### src/rtl/core/fdc_pkg.sv
// fdc_pkg: shared types and constants of the fir convolution engine
// used by fdc_front, fdc_back, fdc_checker and the fir_direct_convolution top level
`default_nettype none

package fdc_pkg;

  // default store depth and fixed field widths
  localparam int unsigned FDC_MAX_TAPS = 256;
  localparam int unsigned TAP_COUNT_W  = 9;
  localparam int unsigned TAP_INDEX_W  = 8;
  localparam int unsigned SAMPLE_W     = 16;
  localparam int unsigned ACTION_W     = 2;
  localparam int unsigned FRAC_BITS    = 15;
  localparam int unsigned PROD_W       = 2 * SAMPLE_W;

  // stream payload widths, tdata padded to whole bytes
  localparam int unsigned IN_TDATA_W  = ((TAP_INDEX_W + SAMPLE_W + 7) / 8) * 8;
  localparam int unsigned IN_TUSER_W  = ACTION_W;
  localparam int unsigned OUT_TDATA_W = ((SAMPLE_W + 7) / 8) * 8;
  localparam int unsigned OUT_TUSER_W = 1;

  // action codes carried on the input tuser
  typedef enum logic [ACTION_W-1:0] {
    ACT_LOAD_TAP    = 2'd0,
    ACT_PUSH_SAMPLE = 2'd1,
    ACT_PUSH_ZERO   = 2'd2,
    ACT_CLEAR       = 2'd3
  } action_e;

  // classified operations handed from front to back
  typedef enum logic [1:0] {
    OP_LOAD,
    OP_PUSH,
    OP_CLEAR
  } op_kind_e;

  typedef struct packed {
    op_kind_e                      kind;
    logic [TAP_INDEX_W-1:0]        tap_index;
    logic signed [SAMPLE_W-1:0]    value;
  } op_t;

  typedef struct packed {
    logic valid;
    op_t  op;
  } op_req_t;

  // back end sequencer states
  typedef enum logic [1:0] {
    BS_IDLE,
    BS_MAC,
    BS_OUT
  } back_state_e;

endpackage

`default_nettype wire

### src/rtl/core/fdc_front.sv
// fdc_front: accepts input words, classifies them into operations and queues them
// depends on fdc_pkg
`default_nettype none

module fdc_front #(
  parameter int unsigned MAX_TAPS = fdc_pkg::FDC_MAX_TAPS
) (
  input  wire logic                          clk_i,
  input  wire logic                          rst_ni,
  input  wire logic                          s_axis_tvalid,
  output      logic                          s_axis_tready,
  // [7:0] tap_index, [23:8] value
  input  wire logic [fdc_pkg::IN_TDATA_W-1:0] s_axis_tdata,
  // [1:0] action
  input  wire logic [fdc_pkg::IN_TUSER_W-1:0] s_axis_tuser,
  output      fdc_pkg::op_req_t               req_o,
  input  wire logic                          pop_i
);

  import fdc_pkg::*;

  localparam int unsigned QDEPTH = 2;

  op_t                    queue_q [QDEPTH];
  logic                   wr_ptr_q, wr_ptr_d;
  logic                   rd_ptr_q, rd_ptr_d;
  logic [1:0]             count_q, count_d;
  logic                   accept;
  logic                   keep;
  logic                   push;
  logic                   pop;
  op_t                    op_in;
  logic [TAP_INDEX_W-1:0] in_tap_index;
  logic [SAMPLE_W-1:0]    in_value;
  action_e                in_action;

  // unpack the word
  assign in_tap_index = s_axis_tdata[TAP_INDEX_W-1:0];
  assign in_value     = s_axis_tdata[TAP_INDEX_W +: SAMPLE_W];
  assign in_action    = action_e'(s_axis_tuser[ACTION_W-1:0]);

  assign s_axis_tready = (count_q != 2'(QDEPTH));
  assign accept        = s_axis_tvalid && s_axis_tready;

  // classify: out of range loads are dropped, zero pushes become pushes of zero
  always_comb begin
    keep            = 1'b1;
    op_in.kind      = OP_PUSH;
    op_in.tap_index = in_tap_index;
    op_in.value     = $signed(in_value);
    case (in_action)
      ACT_LOAD_TAP: begin
        op_in.kind = OP_LOAD;
        keep       = (32'(in_tap_index) < MAX_TAPS);
      end
      ACT_PUSH_SAMPLE: begin
        op_in.kind = OP_PUSH;
      end
      ACT_PUSH_ZERO: begin
        op_in.kind  = OP_PUSH;
        op_in.value = '0;
      end
      ACT_CLEAR: begin
        op_in.kind = OP_CLEAR;
      end
      default: begin
        keep = 1'b0;
      end
    endcase
  end

  assign push = accept && keep;
  assign pop  = pop_i && (count_q != 2'd0);

  // queue pointers and fill level
  always_comb begin
    wr_ptr_d = push ? ~wr_ptr_q : wr_ptr_q;
    rd_ptr_d = pop ? ~rd_ptr_q : rd_ptr_q;
    count_d  = count_q + 2'(push) - 2'(pop);
  end

  always_ff @(posedge clk_i or negedge rst_ni) begin
    if (!rst_ni) begin
      wr_ptr_q <= 1'b0;
      rd_ptr_q <= 1'b0;
      count_q  <= 2'd0;
    end else begin
      wr_ptr_q <= wr_ptr_d;
      rd_ptr_q <= rd_ptr_d;
      count_q  <= count_d;
    end
  end

  // queue entries
  always_ff @(posedge clk_i) begin
    if (push) begin
      queue_q[wr_ptr_q] <= op_in;
    end
  end

  assign req_o.valid = (count_q != 2'd0);
  assign req_o.op    = queue_q[rd_ptr_q];

endmodule

`default_nettype wire

### config.mk
export PLATFORM = sky130hd
export DESIGN_NAME = fdc_front
export DESIGN_NICKNAME = d
export VERILOG_FILES = /design/src/rtl/core/fdc_pkg.sv /design/src/rtl/core/fdc_front.sv
export SDC_FILE = /design/constraint.sdc
export NUM_CORES = 1
export LEC_CHECK = 0
export BUFFER_PORTS_ARGS = -buffer_cell sky130_fd_sc_hd__clkbuf_2
export CORE_MARGIN = 10
export CORE_UTILIZATION = 45
export CTS_BUF_LIST = sky130_fd_sc_hd__clkbuf_16
export CTS_CLUSTER_DIAMETER = 100
export DETAILED_ROUTE_END_ITERATION = 10
export GPL_TIMING_DRIVEN = 0
export PLACE_DENSITY = 0.7
export REMOVE_ABC_BUFFERS = 1
export SLEW_MARGIN = 15
export SYNTH_ARGS = -nofsm -noshare
export SYNTH_HDL_FRONTEND = slang
export SYNTH_SLANG_ARGS = --single-unit
### constraint.sdc
create_clock -name clk_i -period 3.3 [get_ports clk_i]
set_input_delay 0.66 -clock clk_i [delete_from_list [all_inputs] [get_ports clk_i]]
set_output_delay 0.66 -clock clk_i [all_outputs]
set_load 0.03 [all_outputs]
==> flow_summary.ini, run 1 <==
[synthesis]
yosys.area.top_type = edfxtp_1
synth_top_cells_by_area = edfxtp_1 (70%), mux2_1 (9.6%), dfrtp_1 (4.5%)
post_synth_num_cell_types = 20
synth_top_area_share_pct = 70.1
ys_ff_latch = 56
avgSynthCellArea_um2 = 18.3
yosys_warnings = 0
syn_inst = 122
syn_area_um2 = 2230
yosysSeqAreaShare_pct = 74.6

[global_route]
antenna_found_initial = 0
grt_pass1_vias = 1309
grt_start_max_net_pins = 28
grt_pass1_wl_um = 6470
groute.usage.overall_pct = 10.2
globalRouteOverflowTotal = 0

[power_and_ir_drop]
clkPwrFrac_pct = 19.7
ir_drop_uv = 445
p_comb_share_pct = 34.9
power_density_nw_per_um2 = 893
sw_frac_of_total_pct = 36.4
p_sw_uw = 886
p_leak_nw = 1.07
internal-power_mw = 1.55
power_frac_seq_pct = 45.4
power_mw = 2.43

[final_layout]
drive_gt1_share_pct = 39.9
syn2layout_area_growth_pct = 22.2
regArea_um2 = 1660
multi_input_area_um2 = 548
finalNetCount = 215
nFillCells = 404
diodes = 0

[drt]
wl_per_cell_um = 16.1
vias_per_cell = 4.73
drt_wl_total_um = 4010
vias = 1182
drtPass1Iterations = 4
ant_nets = 0
first_iter_violations = 53
drc = 0

[sta]
fin_crit_sh_pct = 70.6
tns_ns = 0
grt_setup_unrepaired = false
slew_headroom_pct = 47.5
setup_viol = 0
post-route-min-period_ns = 2.33
fmax_mhz = 429
skew_ns = 0.00502
maxSlewViolCount = 0
finalHoldViolCount = 0
worst_slew_pin_slew_ns = 0.786

[die]
die_w_um = 90.4
die-height_um = 90.4
num_io_pins = 58
start_util_pct = 46.9
die_area_um2 = 8170
fp-row-count = 25
coreArea_um2 = 4750

[critical_path]
critPathMaxFanout = 27
critPathSlowestCell = dfrtp_2
worst_ep_arrival_time_ns = 1.67
end_kind = primary output
worst_path_largest_cell_delay_ns = 0.78
setup.worst_path.start_class = register
cp_cell_sequence = mux2_2 -> clkbuf_2
cp_data_required_time_ns = 2.64
path_class = register to primary output

[place]
gp_congestion = 0.633
numPortBuffers = 57
place_hpwl_um = 2870

[clock_tree]
cts_made_buffers = 5
cts_sinks = 56
clkSlewWorstSetupHoldPaths_ns = 0.06
cts_tree = done
clkLatencyLatePin_ns = 0.28
post-cts-setup-buffers = 0
root_buffer = clkbuf_16
clockBufferDepth = 2
ctsHoldBuffers = 0
h-tree-depth = 2
cts_resized = 0

[job]
cap_violations = 0

[status]
outcome = completed

[min_path]
hp-class = primary input to async pin
## layout by cell type (no fill, tap or decap), drive strengths merged
master  synthesis  final
edfxtp         52     52
nand2           2      2
mux2           26     26
nor2b          16     16
clkinv          0      1
a311oi          2      2
ha              3      3
nor2            2      2
and4bb          1      1
dfrtp           4      4
clkbuf          1     62
or2             1      1
inv             2      4
and2b           1      1
and3            1      1
nand2b          1      1
xnor2           3      3
a21oi           1      1
## synthesized netlist by cell type
master and count:
a21oi_1 1, a311oi_1 1, a311oi_2 1, and2b_1 1, and3_2 1, and4bb_1 1
buf_2 3, clkbuf_1 1, dfrtp_1 4, edfxtp_1 52, ha_1 3, inv_1 2
mux2_1 19, mux2_2 7, nand2_1 2, nand2b_1 1, nor2_1 2, nor2b_1 16
or2_1 1, xnor2_1 3
## layer usage
layer	track usage, %	vias to the layer above	routed length (um)
li1	-	572	-
met1	9.83	569	1580
met2	18.3	36	2090
met3	5.15	5	295
met4	3.18	0	49
met5	0	-	0
## kinds of logic after synthesis
family                   share of synthesized area (%)
flip-flops                                        74.6
buffers and inverters                             1.18
XOR/XNOR                                          1.18
multiplexers                                      13.1
AO/OA/AOI/OAI                                     1.29
AND/OR/NAND/NOR                                   6.96
adder cells (fa/ha/maj)                           1.68
## path summary, 6_finish.rpt
path / start / to / slack, ns / cells past startpoint
setup reg to reg: count_q[0] / queue_q[0][2] / 1.55 / 3
setup / recovery: rd_ptr_q / req_o[5] / 0.97 / 2
hold / removal: rst_ni / count_q[0] / 0.17 / 1
max in group asynchronous: rst_ni / rd_ptr_q / 2.99 / 1
min in group clk_i: wr_ptr_q / wr_ptr_q / 0.55 / 1
hold reg to reg: wr_ptr_q / wr_ptr_q / 0.55 / 1
## power groups by stage
stage | Clock, mW | Sequential (mW) | Combinational [mW]
floorplan | 0 | 1.08 | 0.630
global placement | 0 | 1.11 | 0.853
detailed placement | 0 | 1.12 | 0.871
CTS | 0.493 | 1.11 | 0.875
global route | 0.523 | 1.13 | 0.917
finish | 0.479 | 1.10 | 0.849
## worst max-delay path: cells and delay by family (launching register included)
| family | cells | cell delay, ns |
|---|---|---|
| flops | 1 | 0.78 |
| mux | 1 | 0.41 |
| buf+inv | 1 | 0.19 |
## final cells by class
class,count,area share (%)
Sequential cell,56,61.0
Multi-Input combinational cell,60,20.1
Timing Repair Buffer,57,10.5
Clock buffer,5,4.59
Tap cell,67,3.08
Clock inverter,3,0.413
Inverter,2,0.276
## stage by stage
stage	util (%)	instance area [um2]	hold WS, ns	worst slack, ns	std cells
6_report	57.3	2720	0.174	0.970	250
4_1_cts	57.3	2720	0.172	0.560	250
3_5_place_dp	54.4	2590	0.476	0.885	242
2_1_floorplan	-	2210	0.364	0.880	118
3_3_place_gp	54.2	2580	0.471	0.313	242
5_1_grt	57.3	2720	0.168	0.866	250
## flip-flops by register name, indices dropped and copies added (netlist names)
name / count
count_q: 2
queue_q: 52
rd_ptr_q: 1
wr_ptr_q: 1
(Power assumes the default switching activity.)
==> run 2, diff against run 1 <==
PLACE_DENSITY = 0.72   (was 0.7)
clock period = 2 ns   (was 3.3 ns; I/O delays follow)
==> run 2 against run 1 <==
Compared with the run above: global-route usage fell by 0.61 points; cell area grew 0.73%; flip-flop and latch count stayed put; die area did not move; clock skew rose by 0.0016 ns; clock power is 71% higher; first-iteration DRC count grew 9.4%; sequential power increased by 66%; register-to-register slack lost 1.3 ns; setup slack worse by 0.90 ns; via count grew 2.4%; critical endpoint is now req_o[4]; largest power group unchanged.
==> flow_summary.ini, run 2 (synthesis gave the netlist of run 1 again) <==
[global_route]
grt_start_max_net_pins = 28
grt_pass1_wl_um = 6290
globalRouteOverflowTotal = 0
groute.usage.overall_pct = 9.55
grt_pass1_vias = 1320
antenna_found_initial = 0

[critical_path]
worst_path_largest_cell_delay_ns = 0.66
cp_data_required_time_ns = 1.60
cp_cell_sequence = mux2_2 -> clkbuf_2
critPathSlowestCell = dfrtp_4
end_kind = primary output
setup.worst_path.start_class = register
critPathMaxFanout = 27
path_class = register to primary output
worst_ep_arrival_time_ns = 1.53

[sta]
setup_viol = 0
slew_headroom_pct = 49.0
worst_slew_pin_slew_ns = 0.763
holdWs_ns = 0.307
post-route-min-period_ns = 1.93
finalHoldViolCount = 0
maxSlewViolCount = 0
fmax_mhz = 518
grt_setup_unrepaired = false
skew_ns = 0.00661
fin_crit_sh_pct = 96.6

[die]
fp-row-count = 25
die-height_um = 90.4
die_w_um = 90.4
coreArea_um2 = 4750
die_area_um2 = 8170
start_util_pct = 46.9
num_io_pins = 58

[clock_tree]
cts_tree = done
root_buffer = clkbuf_16
clockBufferDepth = 2
h-tree-depth = 2
cts_made_buffers = 5
clkSlewWorstSetupHoldPaths_ns = 0.07
clkLatencyLatePin_ns = 0.28
cts_sinks = 56
post-cts-setup-buffers = 0

[drt]
vias = 1210
vias_per_cell = 4.82
wl_per_cell_um = 15.6
drt_wl_total_um = 3920
drc = 0
ant_nets = 0
first_iter_violations = 58
drtPass1Iterations = 4

[power_and_ir_drop]
internal-power_mw = 2.57
power_frac_seq_pct = 45.1
p_sw_mw = 1.48
sw_frac_of_total_pct = 36.6
power_mw = 4.04
power_density_nw_per_um2 = 1470
p_comb_share_pct = 34.6
clkPwrFrac_pct = 20.3
ir_drop_uv = 837
p_leak_nw = 1.07

[final_layout]
drive_gt1_share_pct = 41.3
final_common_cell = clkbuf_2
fin_util_pct = 57.7
syn2layout_area_growth_pct = 23.1
stdcell_count = 251
finalNetCount = 216
largest-register = queue_q
fin_area_um2 = 2740
top_regs = queue_q: 52 flops, count_q: 2 flops
diodes = 0
nFillCells = 409
layout_common_cells = clkbuf_2 (54), edfxtp_1 (52), mux2_1 (19)
largest_register_ff_count = 52

[job]
cap_violations = 0

[place]
placed_area_um2 = 2590
gp_congestion = 0.646
numPortBuffers = 57
place_hpwl_um = 2820
placed_cells = 242

[min_path]
hp-class = primary input to register

[status]
outcome = completed
## run 2: cell type report
cell class                      instances  area [um2]  share of cell area, %
Sequential cell                        56        1670                   60.7
Tap cell                               67        83.8                   3.06
Timing Repair Buffer                   58         295                   10.8
Clock buffer                            5         125                   4.56
Clock inverter                          3        18.8                  0.684
Inverter                                2        7.51                  0.274
Multi-Input combinational cell         60         548                   20.0
## run 2: repair_timing
item	4_1_cts	5_1_grt
endpoints found under the hold margin	4	0
gates resized for setup	2	3
setup endpoints to repair	26	3
hold buffers	1	0
## run 2: power by group through the flow
stage	logic (mW)	registers (mW)	clock network, mW
floorplan	1.04	1.78	0
global placement	1.40	1.83	0
detailed placement	1.44	1.85	0
CTS	1.44	1.83	0.846
global route	1.51	1.87	0.896
finish	1.40	1.83	0.821
## run 2: critical path, delay by kind of cell, from the launching register on
family                 cells  cell delay [ns]
buffers and inverters      1             0.18
DFF                        1             0.66
muxes                      1             0.39
## run 2: stage by stage
step / TNS (ns) / setup WS [ns]
4_1_cts: 0 / 0.0445
3_3_place_gp: -20.81 / -0.712
2_1_floorplan: -10.93 / -0.420
3_5_place_dp: -2.85 / -0.145
5_1_grt: 0 / 0.00224
6_report: 0 / 0.0677
## run 2: path summary, 6_finish.rpt
| path | depth (start not counted) | slack, ns | from | to |
|---|---|---|---|---|
| hold / removal | 1 | 0.31 | s_axis_tdata[1] | queue_q[0][17] |
| setup / recovery | 2 | 0.07 | rd_ptr_q | req_o[4] |
| setup reg to reg | 3 | 0.27 | count_q[0] | queue_q[0][4] |
| min in group asynchronous | 2 | 0.46 | rst_ni | count_q[1] |
| hold reg to reg | 1 | 0.57 | wr_ptr_q | wr_ptr_q |
| max in group asynchronous | 2 | 1.40 | rst_ni | rd_ptr_q |
## run 2: per-layer routing
metal	routed length [um]	global-route usage (%)	vias to the layer above
met1	1480	9.67	591
met5	0	0	-
met3	270	3.74	2
li1	-	-	582
met4	13	3.18	0
met2	2150	17.4	35
==> run 3, diff against run 2 <==
PLACE_DENSITY = 0.7   (was 0.72)
clock period = 2.4 ns   (was 2 ns; I/O delays follow)
==> run 3 against run 2 <==
Compared with the run above: critical path depth stayed put; non-clock buffer count stayed put; register-to-register slack better by 0.38 ns; final cell count stayed put; global-route usage is 0.61 points higher; hold slack better by 0.078 ns; die area stayed put; routed wire length is 2.4% higher; clock power is 20% lower; clock-buffer cell count stayed put; sequential power is 17% lower; setup slack better by 0.18 ns; largest power group unchanged.
==> flow_summary.ini, run 3 (synthesis gave the netlist of run 1 again) <==
[status]
outcome = completed

[clock_tree]
cts_made_buffers = 5
post-cts-setup-buffers = 0
clkSlewWorstSetupHoldPaths_ns = 0.06
root_buffer = clkbuf_16
cts_sinks = 56
clockBufferDepth = 2
clkLatencyLatePin_ns = 0.28
h-tree-depth = 2
cts_tree = done

[die]
die_w_um = 90.4
die_area_um2 = 8170
coreArea_um2 = 4750
die-height_um = 90.4
start_util_pct = 46.9
num_io_pins = 58
fp-row-count = 25

[global_route]
grt_pass1_wl_um = 6470
groute.usage.overall_pct = 10.2
antenna_found_initial = 0
grt_pass1_vias = 1316
globalRouteOverflowTotal = 0
grt_start_max_net_pins = 28

[final_layout]
largest-register = queue_q
layout_common_cells = clkbuf_2 (57), edfxtp_1 (52), mux2_1 (19)
final_common_cell = clkbuf_2
largest_register_ff_count = 52
regArea_um2 = 1660
syn2layout_area_growth_pct = 22.7
top_regs = queue_q: 52 flops, count_q: 2 flops
finalNetCount = 216
nFillCells = 403
multi_input_area_um2 = 548
drive_gt1_share_pct = 39.7
diodes = 0

[critical_path]
end_kind = primary output
critPathMaxFanout = 27
setup.worst_path.start_class = register
cp-startpoint = rd_ptr_q
path_class = register to primary output
r2r-start = count_q[0]
worst_ep_arrival_time_ns = 1.67
cp_data_required_time_ns = 1.92

[sta]
skew_ns = 0.00502
fin_ws_ns = 0.250
post-route-min-period_ns = 2.15
grt_setup_unrepaired = false
fmax_mhz = 465
holdWs_ns = 0.385
maxSlewViolCount = 0
slew_headroom_pct = 47.5
finalHoldViolCount = 0
fin_crit_sh_pct = 89.6
setup_viol = 0
worst_slew_pin_slew_ns = 0.786
tns_ns = 0

[drt]
ant_nets = 0
vias_per_cell = 4.73
vias = 1186
drc = 0
first_iter_violations = 45
wl_per_cell_um = 16.0
drt_wl_total_um = 4010
drtPass1Iterations = 4

[place]
place_ws_ns = 0.165
gp_congestion = 0.633
place_hpwl_um = 2870
numPortBuffers = 57

[power_and_ir_drop]
ir_drop_uv = 612
power_density_nw_per_um2 = 1220
p_leak_nw = 1.07

[job]
cap_violations = 0

[min_path]
hp-class = primary input to register
holdCritStartpoint = s_axis_tdata[4]
## run 3: worst max-delay path: stages (launching register included)
cell and delay (ns):
dfrtp_2 0.78, mux2_2 0.41, clkbuf_2 0.19
## run 3: final timing paths
kind / to / slack (ns) / depth (start not counted)
max: req_o[5] / 0.25 / 2
max reg2reg: queue_q[0][2] / 0.65 / 3
max in group asynchronous: rd_ptr_q / 1.73 / 2
min in group asynchronous: count_q[0] / 0.53 / 2
min: queue_q[1][20] / 0.39 / 1
min reg2reg: wr_ptr_q / 0.55 / 1
## run 3: per-stage QoR
stage	power (mW)	instance area [um2]	cells	util, %
floorplan	2.35	2210	118	-
global placement	2.69	2580	242	54.2
detailed placement	2.74	2590	242	54.4
CTS	3.40	2730	251	57.5
global route	3.54	2730	251	57.5
finish	3.34	2730	251	57.5
## run 3: layout make-up
type	instances	share of cell area, %
clock inverter	3	0.412
inverter	2	0.275
timing repair buffer	58	10.8
sequential	56	60.8
tap	67	3.07
multi-input combinational	60	20.0
clock buffer	5	4.58
## run 3: what timing repair did
action,in CTS,in global routing
hold buffers,1,0
resized for setup,1,0
setup endpoints to repair,26,0
hold endpoints to repair,4,0
## run 3: routing by layer
| layer | track usage (%) | routed length (um) | vias to the layer above |
|---|---|---|---|
| li1 | - | - | 574 |
| met5 | 0 | 0 | - |
| met4 | 3.18 | 49 | 0 |
| met3 | 5.07 | 283 | 5 |
| met1 | 9.88 | 1590 | 571 |
| met2 | 18.3 | 2090 | 36 |
## run 3: where the power goes
part	internal, mW	total, mW	switching (mW)	leakage (nW)
sequential	1.35	1.52	0.165	0.534
clock	0.375	0.658	0.283	0.0738
combinational	0.398	1.17	0.770	0.464
